===== src/design/assert_macros.svh =====
// ---------------------------------------------------------------------------
// Assertion macros
// Concurrent assertion wrappers used by the particle pool tick engine.
// ---------------------------------------------------------------------------
`ifndef ASSERT_MACROS_SVH
`define ASSERT_MACROS_SVH
`ifndef SYNTHESIS
// Property must hold on every clock edge outside reset.
`define PPTK_ASSERT(lbl, clk, rstn, prop, msg) \
  lbl: assert property (@(posedge clk) disable iff (!rstn) prop) else $error(msg);
// Condition must never be seen on a clock edge outside reset.
`define PPTK_ASSERT_NEVER(lbl, clk, rstn, cond, msg) \
  lbl: assert property (@(posedge clk) disable iff (!rstn) !(cond)) else $error(msg);
`else
`define PPTK_ASSERT(lbl, clk, rstn, prop, msg)
`define PPTK_ASSERT_NEVER(lbl, clk, rstn, cond, msg)
`endif
`endif


===== src/design/pptk_pkg.sv =====
// ---------------------------------------------------------------------------
// Particle pool package
// Shared types and constants of the particle pool tick engine.
// ---------------------------------------------------------------------------
package pptk_pkg;

  localparam int POOL_DEPTH = 64;
  localparam int SLOT_W     = 6;
  localparam int CNT_W      = 7;
  localparam int ACC_W      = 25;
  localparam int MUL_A_W    = 25;
  localparam int MUL_B_W    = 18;
  localparam int MUL_P_W    = MUL_A_W + MUL_B_W;

  localparam logic [ACC_W-1:0] ACC_MAX = '1;

  // One pool entry as held in the particle memory.
  typedef struct packed {
    logic signed [23:0] x;
    logic signed [23:0] y;
    logic signed [23:0] speed;
    logic signed [15:0] accel;
    logic        [15:0] angle;
    logic        [23:0] life;
  } part_t;

  typedef enum logic [2:0] {
    FN_TICK  = 3'd0,
    FN_EMIT  = 3'd1,
    FN_START = 3'd2,
    FN_PAUSE = 3'd3,
    FN_STOP  = 3'd4
  } func_t;

  typedef enum logic [2:0] {
    CFG_POSITION  = 3'd0,
    CFG_SPREAD    = 3'd1,
    CFG_DIRECTION = 3'd2,
    CFG_LIFETIME  = 3'd3,
    CFG_ACCEL     = 3'd4,
    CFG_SPEED     = 3'd5,
    CFG_PERIOD    = 3'd6
  } cfg_idx_t;

  typedef enum logic [3:0] {
    S_IDLE,
    S_UPD_RD,
    S_UPD_CALC,
    S_CMP_RD,
    S_CMP_CHK,
    S_CMP_MOV,
    S_EMIT_CHK,
    S_SPAWN,
    S_OUT_RD,
    S_OUT_LD,
    S_OUT_ONE
  } state_t;

endpackage


===== src/design/pptk_mul.sv =====
// ---------------------------------------------------------------------------
// Shared multiplier
// Signed multiplier with a registered product, shared by the update and spawn steps.
// ---------------------------------------------------------------------------
module pptk_mul
  import pptk_pkg::*;
(
  input  logic                      clk,
  input  logic                      en,
  input  logic signed [MUL_A_W-1:0] a,
  input  logic signed [MUL_B_W-1:0] b,
  output logic signed [MUL_P_W-1:0] prod_r
);

  always_ff @(posedge clk) begin
    if (en) begin
      prod_r <= MUL_P_W'(a) * MUL_P_W'(b);
    end
  end

endmodule


===== config.mk =====
export PLATFORM = sky130hd
export DESIGN_NAME = pptk_mul
export DESIGN_NICKNAME = d
export VERILOG_FILES = /design/src/design/assert_macros.svh /design/src/design/pptk_pkg.sv /design/src/design/pptk_mul.sv
export SDC_FILE = /design/constraint.sdc
export NUM_CORES = 1
export LEC_CHECK = 0
export BUFFER_PORTS_ARGS = -buffer_cell sky130_fd_sc_hd__buf_2
export CAP_MARGIN = 15
export CORE_ASPECT_RATIO = 0.9
export CORE_UTILIZATION = 35
export DETAILED_ROUTE_END_ITERATION = 12
export GPL_TIMING_DRIVEN = 0
export PLACE_DENSITY = 0.62
export SLEW_MARGIN = 20
export SYNTH_ARGS = -nofsm -noshare
export SYNTH_HDL_FRONTEND = slang
export SYNTH_SLANG_ARGS = --single-unit

===== constraint.sdc =====
create_clock -name clk -period 17.01 [get_ports clk]
set_clock_uncertainty 0.15 [all_clocks]
set_input_delay 0.8505 -clock clk [delete_from_list [all_inputs] [get_ports clk]]
set_output_delay 0.8505 -clock clk [all_outputs]
set_load 0.02 [all_outputs]

==> flow_summary.ini, run 1 <==
[status]
status = complete, no violations

[placed_design]
buffer_ports.inserted = 77
place.detailed.instances = 2564
finalWeightedCongestion = 0.959
detailedPlacementHpwl_um = 41900

[yosys]
ys_ff_latch = 43
synthDistinctLibCells = 49
synth_enable_flop_cells = 43
post_synth_instance_area_mm2 = 0.0173
synth_cells = 1863
async_flop_share_pct = 0
synthesis.nets = 2456
synth_area_per_cell_um2 = 9.28
yosys_most_used_dff = sky130_fd_sc_hd__edfxtp_1
yosysSeqAreaShare_pct = 7.46
synthesis.yosys.warnings = 0

[layout]
max_flop_register = prod_r
area.growth.synth_to_final_pct = 7.62
layout_commonest_cell = sky130_fd_sc_hd__inv_1
final_net_count = 2540
num-fill-cells = 4903
layout-drive-gt1-share_pct = 4.77
seq_area_mm2 = 0.00129
largest_register_ffs = 43
reg_top3 = prod_r x43
finalNonFillerCells = 2573
multiInputGateArea_mm2 = 0.0138
most-common-layout-cells = 515 x sky130_fd_sc_hd__inv_1, 441 x sky130_fd_sc_hd__fa_1, 277 x sky130_fd_sc_hd__nand2_1

[timing]
count_of_final_max_slew_check_failures = 0
timing.final.crit_share_pct = 47.3
slew_headroom_pct = 31.2
finalSetupViolations = 0
setup_total_negative_slack_ns = 0
fmaxAchievable_mhz = 124
unrepaired_setup_endpoints_after_global_routing = no
worst_pin_slew_ns = 1.03
final_period_minus_worst_setup_slack_ns = 8.05
timing_hold_violations_final = 0

[detailed_routing]
drc = 0
antenna_left = 0
avgRoutedWirePerCell_um = 19.0
detail_route.iter0.violations = 773
finalWirelength_um = 48900
routed_via_density = 4.99
firstDrtPassIters = 5
vias = 12800

[global_route]
first_pass_grt_wire_length_um = 75900
grt_start_max_net_pins = 44
number_of_global_route_vias_before_repair = 13600
antenna_found_initial = 1
track_usage_pct = 20.2
grt_overflow = 0

[clocking]
tritoncts = built
cts_max_level = 2
numClockSinks = 43
path_clk_slew_ns = 0.07
clk_path_buf_depth = 2
cts_setup_buffers = 0
ctsRootBufferMaster = sky130_fd_sc_hd__clkbuf_16
post_cts_resized = 0
ctsHoldBuffers = 0
tritoncts.num_buffers = 5

[worst_hold_path]
hold_path_class = input port to flop
hold_path.startpoint = b[0]
worstHoldEndpoint = prod_r[0]
whs_path_depth = 2

[floorplan]
start_util_pct = 35.8
die_y_um = 213
core_area_mm2 = 0.0483
dieArea_mm2 = 0.0503
standard_cell_rows = 76
design.portCount = 88
fp.dieW_um = 236

[worst_setup_path]
cp_data_required_time_ns = 16.97
timing.critical_path.from = b[4]
critical_path.most_common_cell = sky130_fd_sc_hd__fa_1
crit_path_cell_trace = buf_2 > clkbuf_1 > nand2_1 > inv_1 > fa_1 > inv_1 > fa_1 > fa_1 > inv_1 > fa_1 > fa_1 > inv_1 > fa_1 > inv_1 > ha_1 > nand2_1 > nor3_1 > and4_1 > a31o_1 > o31ai_4 > o311ai_1 > a2111oi_1 > a311oi_1
setup.worst_path.class = input port to flop
critical-path-top-delay-family = adder cells
critPathCaptureType = flop
cp_max_fo = 10
cp.buffers_inverters = 7
crit_slowest_cell = sky130_fd_sc_hd__clkbuf_1
crit_path_max_incr_delay_ns = 0.66
cp_data_arrival_time_ns = 8.01
critical_path.startpoint_type = input port

[flow_run]
drv_cap = 0
[cells by family after synthesis]
family	Yosys count	synth area share [%]
flops	43	7.46
fa+ha+maj	548	58.8
compound gates	122	4.87
simple gates	529	14.4
xor+xnor	35	1.77
buf+inv	586	12.7
[how the worst max path moves through the flow]
| stage | to | cells after the start | slack (ns) |
|---|---|---|---|
| floorplan | prod_r[42] | 21 | 10.11 |
| global placement | prod_r[42] | 23 | 8.76 |
| detailed placement | prod_r[42] | 23 | 8.82 |
| CTS | prod_r[42] | 23 | 9.06 |
| global route | prod_r[42] | 23 | 8.59 |
| finish | prod_r[42] | 23 | 8.96 |
[cells in the mapped netlist, drive strengths merged (3+ instances only)]
library cell  number  area [µm²]
nand3              5        25.0
xor2               4        35.0
nand2            277        1040
a2111oi            3        27.5
nand4              4        25.0
o211ai             3        22.5
nor2              46         173
nor3               7        35.0
o311ai             4        35.0
clkbuf            70         263
o21a               6        45.0
xnor2             31         272
a21o              11        82.6
and2             167        1040
a221oi             3        32.5
a31oi              5        31.3
a211oi             9        77.6
a21oi             31         155
o21ai             25         129
fa               441        8830
a21boi             4        30.0
nor2b              6        37.5
edfxtp            43        1290
inv              515        1930
ha               107        1340
o31ai              3        36.3
o21bai             5        37.5
nand2b            11        68.8
[through the flow]
step | hold slack, ns | area (µm²) | util, % | setup WS, ns
after floorplan | 0.813 | 17300 | - | 10.11
after global placement | 1.14 | 18500 | 38.2 | 8.76
after detailed placement | 1.14 | 18500 | 38.2 | 8.82
after CTS | 0.837 | 18600 | 38.5 | 9.06
after global routing | 0.863 | 18600 | 38.5 | 8.59
final | 0.855 | 18600 | 38.5 | 8.96
[layout make-up]
class                      instances  share of cell area [%]
antenna                            1                  0.0134
tap                              624                    4.19
multi-input combinational       1234                    74.2
sequential                        43                    6.94
clock buffer                       5                   0.672
inverter                         515                    10.4
timing repair buffer              77                    2.07
buffer                            71                    1.43
clock inverter                     3                   0.128
[metal layers]
| layer | share of wire (%) | up-vias | GRT usage [%] |
|---|---|---|---|
| met4 | 3.8 | 2 | 6.83 |
| met2 | 50 | 450 | 35.5 |
| li1 | - | 5557 | - |
| met5 | 0.027 | - | 0 |
| met3 | 7.0 | 90 | 3.35 |
| met1 | 39 | 6742 | 25.3 |
Power of run 1 is not shown: default switching activity piles up to over one toggle a cycle in this logic, so the estimate is an artifact.
==> run 2: changes to the inputs <==
==> constraint.sdc (replaced) <==
create_clock -name clk -period 7.8 [get_ports clk]
set_clock_uncertainty 0.15 [all_clocks]
set_input_delay 0.39 -clock clk [delete_from_list [all_inputs] [get_ports clk]]
set_output_delay 0.39 -clock clk [all_outputs]
set_load 0.02 [all_outputs]
==> run 2 against run 1 <==
Global-route usage unchanged. Non-clock buffer count unchanged. Sequential cell count unchanged. First-iteration DRC count down 1.6%. Core utilization about the same. Hold slack worse by 0.46 ns. Die area unchanged. Routed wire length up 0.12%. Critical path depth down 2. Sequential share of layout area about the same. Final area about the same. Setup slack worse by 8.6 ns. Largest cell class unchanged.
==> flow_summary.ini, run 2 (synthesis gave the netlist of run 1 again) <==
[detailed_routing]
finalWirelength_um = 48900
avgRoutedWirePerCell_um = 19.0
antenna_left = 0
drc = 0
vias = 12800
firstDrtPassIters = 5
routed_via_density = 4.99
detail_route.iter0.violations = 761

[timing]
timing.final.crit_share_pct = 95.8
unrepaired_setup_endpoints_after_global_routing = no
worst_pin_slew_ns = 1.05
finalSetupViolations = 0
final_period_minus_worst_setup_slack_ns = 7.47
timing_hold_violations_final = 0
setup_total_negative_slack_ns = 0
slew_headroom_pct = 30.2
fmaxAchievable_mhz = 134
count_of_final_max_slew_check_failures = 0

[worst_setup_path]
cp_max_fo = 10
timing.critical_path.from = b[13]
cp_data_required_time_ns = 7.76
crit_slowest_cell = sky130_fd_sc_hd__clkdlybuf4s15_1
critical-path-top-delay-family = adder cells
critPathCaptureType = flop
crit_path_max_incr_delay_ns = 0.81
critical_path.startpoint_type = input port
path_depth = 21
cp.buffers_inverters = 5
critical_path.most_common_cell = sky130_fd_sc_hd__fa_1
cp_data_arrival_time_ns = 7.43
setup.worst_path.class = input port to flop
crit_path_cell_trace = buf_2 > clkdlybuf4s15_1 > nand2_1 > fa_1 > inv_1 > fa_1 > fa_1 > fa_1 > fa_1 > inv_1 > fa_1 > inv_1 > ha_1 > nand2_1 > nor3_1 > and4_1 > a31o_1 > o31ai_4 > o311ai_1 > a2111oi_1 > a311oi_1

[floorplan]
core_area_mm2 = 0.0483
fp.dieW_um = 236
design.portCount = 88
start_util_pct = 35.8
dieArea_mm2 = 0.0503
die_y_um = 213
standard_cell_rows = 76

[layout]
most-common-layout-cells = 515 x sky130_fd_sc_hd__inv_1, 441 x sky130_fd_sc_hd__fa_1, 277 x sky130_fd_sc_hd__nand2_1
layout-drive-gt1-share_pct = 5.08
final_net_count = 2540
reg_top3 = prod_r x43
fin_area_mm2 = 0.0186
largest_register_ffs = 43
num-fill-cells = 4901
finalCoreUtilization_pct = 38.6
multiInputGateArea_mm2 = 0.0138
layout_commonest_cell = sky130_fd_sc_hd__inv_1
seq_area_mm2 = 0.00129
max_flop_register = prod_r
area.growth.synth_to_final_pct = 7.70

[placed_design]
placed_area_mm2 = 0.0185
buffer_ports.inserted = 77
finalWeightedCongestion = 0.959
detailedPlacementHpwl_um = 41900

[status]
status = complete, no violations

[clocking]
numClockSinks = 43
ctsRootBufferMaster = sky130_fd_sc_hd__clkbuf_16
tritoncts.num_buffers = 5
tritoncts = built
path_clk_slew_ns = 0.07
ctsHoldBuffers = 0
clk_path_buf_depth = 2
cts_max_level = 2

[global_route]
first_pass_grt_wire_length_um = 75900
number_of_global_route_vias_before_repair = 13600
grt_start_max_net_pins = 44
antenna_found_initial = 1
grt_overflow = 0
track_usage_pct = 20.2

[worst_hold_path]
whs_path_depth = 2
hold_path_class = input port to flop
hold_path.startpoint = b[0]

[flow_run]
drv_cap = 0
-- run 2: cell count changes in the layout (fill, tap and decap cells not counted), sizes merged --
| cell | change |
|---|---|
| clkdlybuf4s15 | +1 |
| clkbuf | -1 |
-- run 2: worst paths after layout --
path	to
max	prod_r[42]
min	prod_r[0]
-- run 2: per-layer routing --
metal / global-route usage (%) / vias to the layer above / part of all wire [%]
met4: 6.83 / 2 / 3.7
li1: - / 5559 / -
met5: 0 / - / 0.027
met2: 35.5 / 441 / 50
met1: 25.3 / 6747 / 39
met3: 3.35 / 91 / 7.1
-- run 2: stage by stage --
| step | setup WS (ns) | hold slack [ns] | cells |
|---|---|---|---|
| after floorplan | 1.36 | 0.352 | 1863 |
| after global placement | 0.0139 | 0.682 | 2564 |
| after detailed placement | 0.0716 | 0.683 | 2564 |
| after CTS | 0.310 | 0.376 | 2572 |
| after global routing | 0.00294 | 0.403 | 2572 |
| final | 0.331 | 0.393 | 2573 |
-- run 2: cell type report --
class	count	share of cell area, %
multi-input combinational	1234	74.1
timing repair buffer	77	2.07
clock inverter	3	0.128
clock buffer	5	0.672
tap	624	4.19
antenna	1	0.0134
sequential	43	6.93
inverter	515	10.4
buffer	71	1.50
-- run 2: timing repair --
action                     CTS  global route
setup buffers                0             0
gates resized for setup      0            14
setup endpoints to repair    0             2
Power of run 2 is left out for the same reason.
==> run 3: changes to the inputs <==
--- a/config.mk
+++ b/config.mk
@@ -7,11 +7,14 @@
 export LEC_CHECK = 0
 export BUFFER_PORTS_ARGS = -buffer_cell sky130_fd_sc_hd__buf_2
 export CAP_MARGIN = 15
+export CELL_PAD_IN_SITES_DETAIL_PLACEMENT = 0
+export CELL_PAD_IN_SITES_GLOBAL_PLACEMENT = 1
 export CORE_ASPECT_RATIO = 0.9
 export CORE_UTILIZATION = 35
 export DETAILED_ROUTE_END_ITERATION = 12
+export GPL_ROUTABILITY_DRIVEN = 0
 export GPL_TIMING_DRIVEN = 0
-export PLACE_DENSITY = 0.62
+export PLACE_DENSITY = 0.73
 export SLEW_MARGIN = 20
 export SYNTH_ARGS = -nofsm -noshare
 export SYNTH_HDL_FRONTEND = slang
==> run 3 against run 2 <==
Via count down 0.41%. Final area about the same. Critical path depth up 2. Non-clock buffer count down 1. First-iteration DRC count fell by 10%. Setup slack worse by 0.023 ns. Global-route usage up 0.14 points.
==> flow_summary.ini, run 3 (synthesis gave the netlist of run 1 again) <==
[floorplan]
design.portCount = 88
die_y_um = 213
standard_cell_rows = 76
start_util_pct = 35.8
fp.dieW_um = 236
dieArea_mm2 = 0.0503
core_area_mm2 = 0.0483

[layout]
seq_area_mm2 = 0.00129
largest_register_ffs = 43
max_flop_register = prod_r
layout_commonest_cell = sky130_fd_sc_hd__inv_1
area.growth.synth_to_final_pct = 7.65
reg_top3 = prod_r x43
final_net_count = 2539
multiInputGateArea_mm2 = 0.0138
num-fill-cells = 4978
layout-drive-gt1-share_pct = 4.98
most-common-layout-cells = 515 x sky130_fd_sc_hd__inv_1, 441 x sky130_fd_sc_hd__fa_1, 277 x sky130_fd_sc_hd__nand2_1

[global_route]
number_of_global_route_vias_before_repair = 13700
track_usage_pct = 20.4
first_pass_grt_wire_length_um = 76300
antenna_found_initial = 2
grt_overflow = 0
grt_start_max_net_pins = 44

[clocking]
tritoncts = built
numClockSinks = 43
ctsRootBufferMaster = sky130_fd_sc_hd__clkbuf_16
path_clk_slew_ns = 0.07
post_cts_resized = 0
ctsHoldBuffers = 0
tritoncts.num_buffers = 5
cts_setup_buffers = 0
clk_path_buf_depth = 2
cts_max_level = 2

[placed_design]
buffer_ports.inserted = 77
detailedPlacementHpwl_um = 41600

[detailed_routing]
avgRoutedWirePerCell_um = 19.1
antenna_left = 0
drc = 0
vias = 12800
firstDrtPassIters = 8
routed_via_density = 4.97
detail_route.iter0.violations = 684
finalWirelength_um = 49100

[worst_hold_path]
hold_path_class = input port to flop
hold_path.startpoint = a[0]
whs_path_depth = 2
worstHoldEndpoint = prod_r[0]

[timing]
unrepaired_setup_endpoints_after_global_routing = no
fmaxAchievable_mhz = 133
finalSetupViolations = 0
timing_hold_violations_final = 0
worst_case_hold_slack_ns = 0.387
final_period_minus_worst_setup_slack_ns = 7.49
slew_headroom_pct = 32.4
worst_pin_slew_ns = 1.01
timing.final.crit_share_pct = 96.1
count_of_final_max_slew_check_failures = 0

[status]
status = complete, no violations

[flow_run]
drv_cap = 0

[worst_setup_path]
cp_max_fo = 10
cp_data_arrival_time_ns = 7.45
cp_data_required_time_ns = 7.76
critPathCaptureType = flop
critical_path.startpoint_type = input port
setup.worst_path.class = input port to flop
-- run 3: cell count changes in the layout (fill, tap and decap cells not counted) --
| cell | previous run | this run |
|---|---|---|
| sky130_fd_sc_hd__clkbuf_1 | 63 | 65 |
| sky130_fd_sc_hd__clkbuf_2 | 6 | 4 |
| sky130_fd_sc_hd__clkdlybuf4s15_1 | 1 | 0 |
| sky130_fd_sc_hd__clkinv_4 | 0 | 1 |
| sky130_fd_sc_hd__clkinvlp_4 | 2 | 0 |
| sky130_fd_sc_hd__diode_2 | 1 | 2 |
| sky130_fd_sc_hd__inv_6 | 1 | 2 |
-- run 3: area by class of cell --
class | count | area share [%]
sequential | 43 | 6.93
tap | 624 | 4.19
timing repair buffer | 77 | 2.07
buffer | 70 | 1.44
multi-input combinational | 1234 | 74.1
clock buffer | 5 | 0.672
inverter | 515 | 10.4
clock inverter | 3 | 0.141
antenna | 2 | 0.0269
-- run 3: worst max path at each step --
stage	startpoint	end	cells after the start
2_1_floorplan	a[9]	prod_r[42]	21
6_report	a[19]	prod_r[42]	23
3_3_place_gp	b[4]	prod_r[42]	23
3_5_place_dp	b[4]	prod_r[42]	23
5_1_grt	a[19]	prod_r[42]	21
4_1_cts	b[4]	prod_r[42]	23
-- run 3: metrics by stage --
step | utilization (%) | cells | TNS, ns | setup slack [ns] | area [µm²]
after global routing | 38.5 | 2571 | 0 | 0.0191 | 18600
after floorplan | - | 1863 | 0 | 1.36 | 17300
after global placement | 38.2 | 2564 | 0 | 0.0159 | 18500
final | 38.5 | 2573 | 0 | 0.308 | 18600
after CTS | 38.5 | 2572 | 0 | 0.204 | 18600
after detailed placement | 38.2 | 2564 | -0.0556 | -0.0556 | 18500
-- run 3: critical path, stage by stage --
cell and delay, ns:
sky130_fd_sc_hd__clkbuf_1 0.47, sky130_fd_sc_hd__clkbuf_1 0.53, sky130_fd_sc_hd__nand2_1 0.16, sky130_fd_sc_hd__fa_1 0.56
sky130_fd_sc_hd__inv_1 0.05, sky130_fd_sc_hd__fa_1 0.47, sky130_fd_sc_hd__inv_1 0.05, sky130_fd_sc_hd__fa_1 0.50
sky130_fd_sc_hd__inv_1 0.06, sky130_fd_sc_hd__fa_1 0.52, sky130_fd_sc_hd__fa_1 0.50, sky130_fd_sc_hd__inv_1 0.05
sky130_fd_sc_hd__fa_1 0.47, sky130_fd_sc_hd__inv_1 0.04, sky130_fd_sc_hd__ha_1 0.39, sky130_fd_sc_hd__nand2_1 0.11
sky130_fd_sc_hd__nor3_1 0.48, sky130_fd_sc_hd__and4_1 0.29, sky130_fd_sc_hd__a31o_1 0.30, sky130_fd_sc_hd__o31ai_4 0.14
sky130_fd_sc_hd__o311ai_1 0.43, sky130_fd_sc_hd__a2111oi_1 0.16, sky130_fd_sc_hd__a311oi_1 0.32
-- run 3: layer usage --
layer / vias up / wire length, µm / global-route usage (%)
met2: 492 / 24200 / 35.1
met5: - / 9 / 0
li1: 5558 / - / -
met4: 2 / 2200 / 8.49
met3: 108 / 3490 / 2.99
met1: 6627 / 19200 / 25.7
Power of run 3 is left out for the same reason.
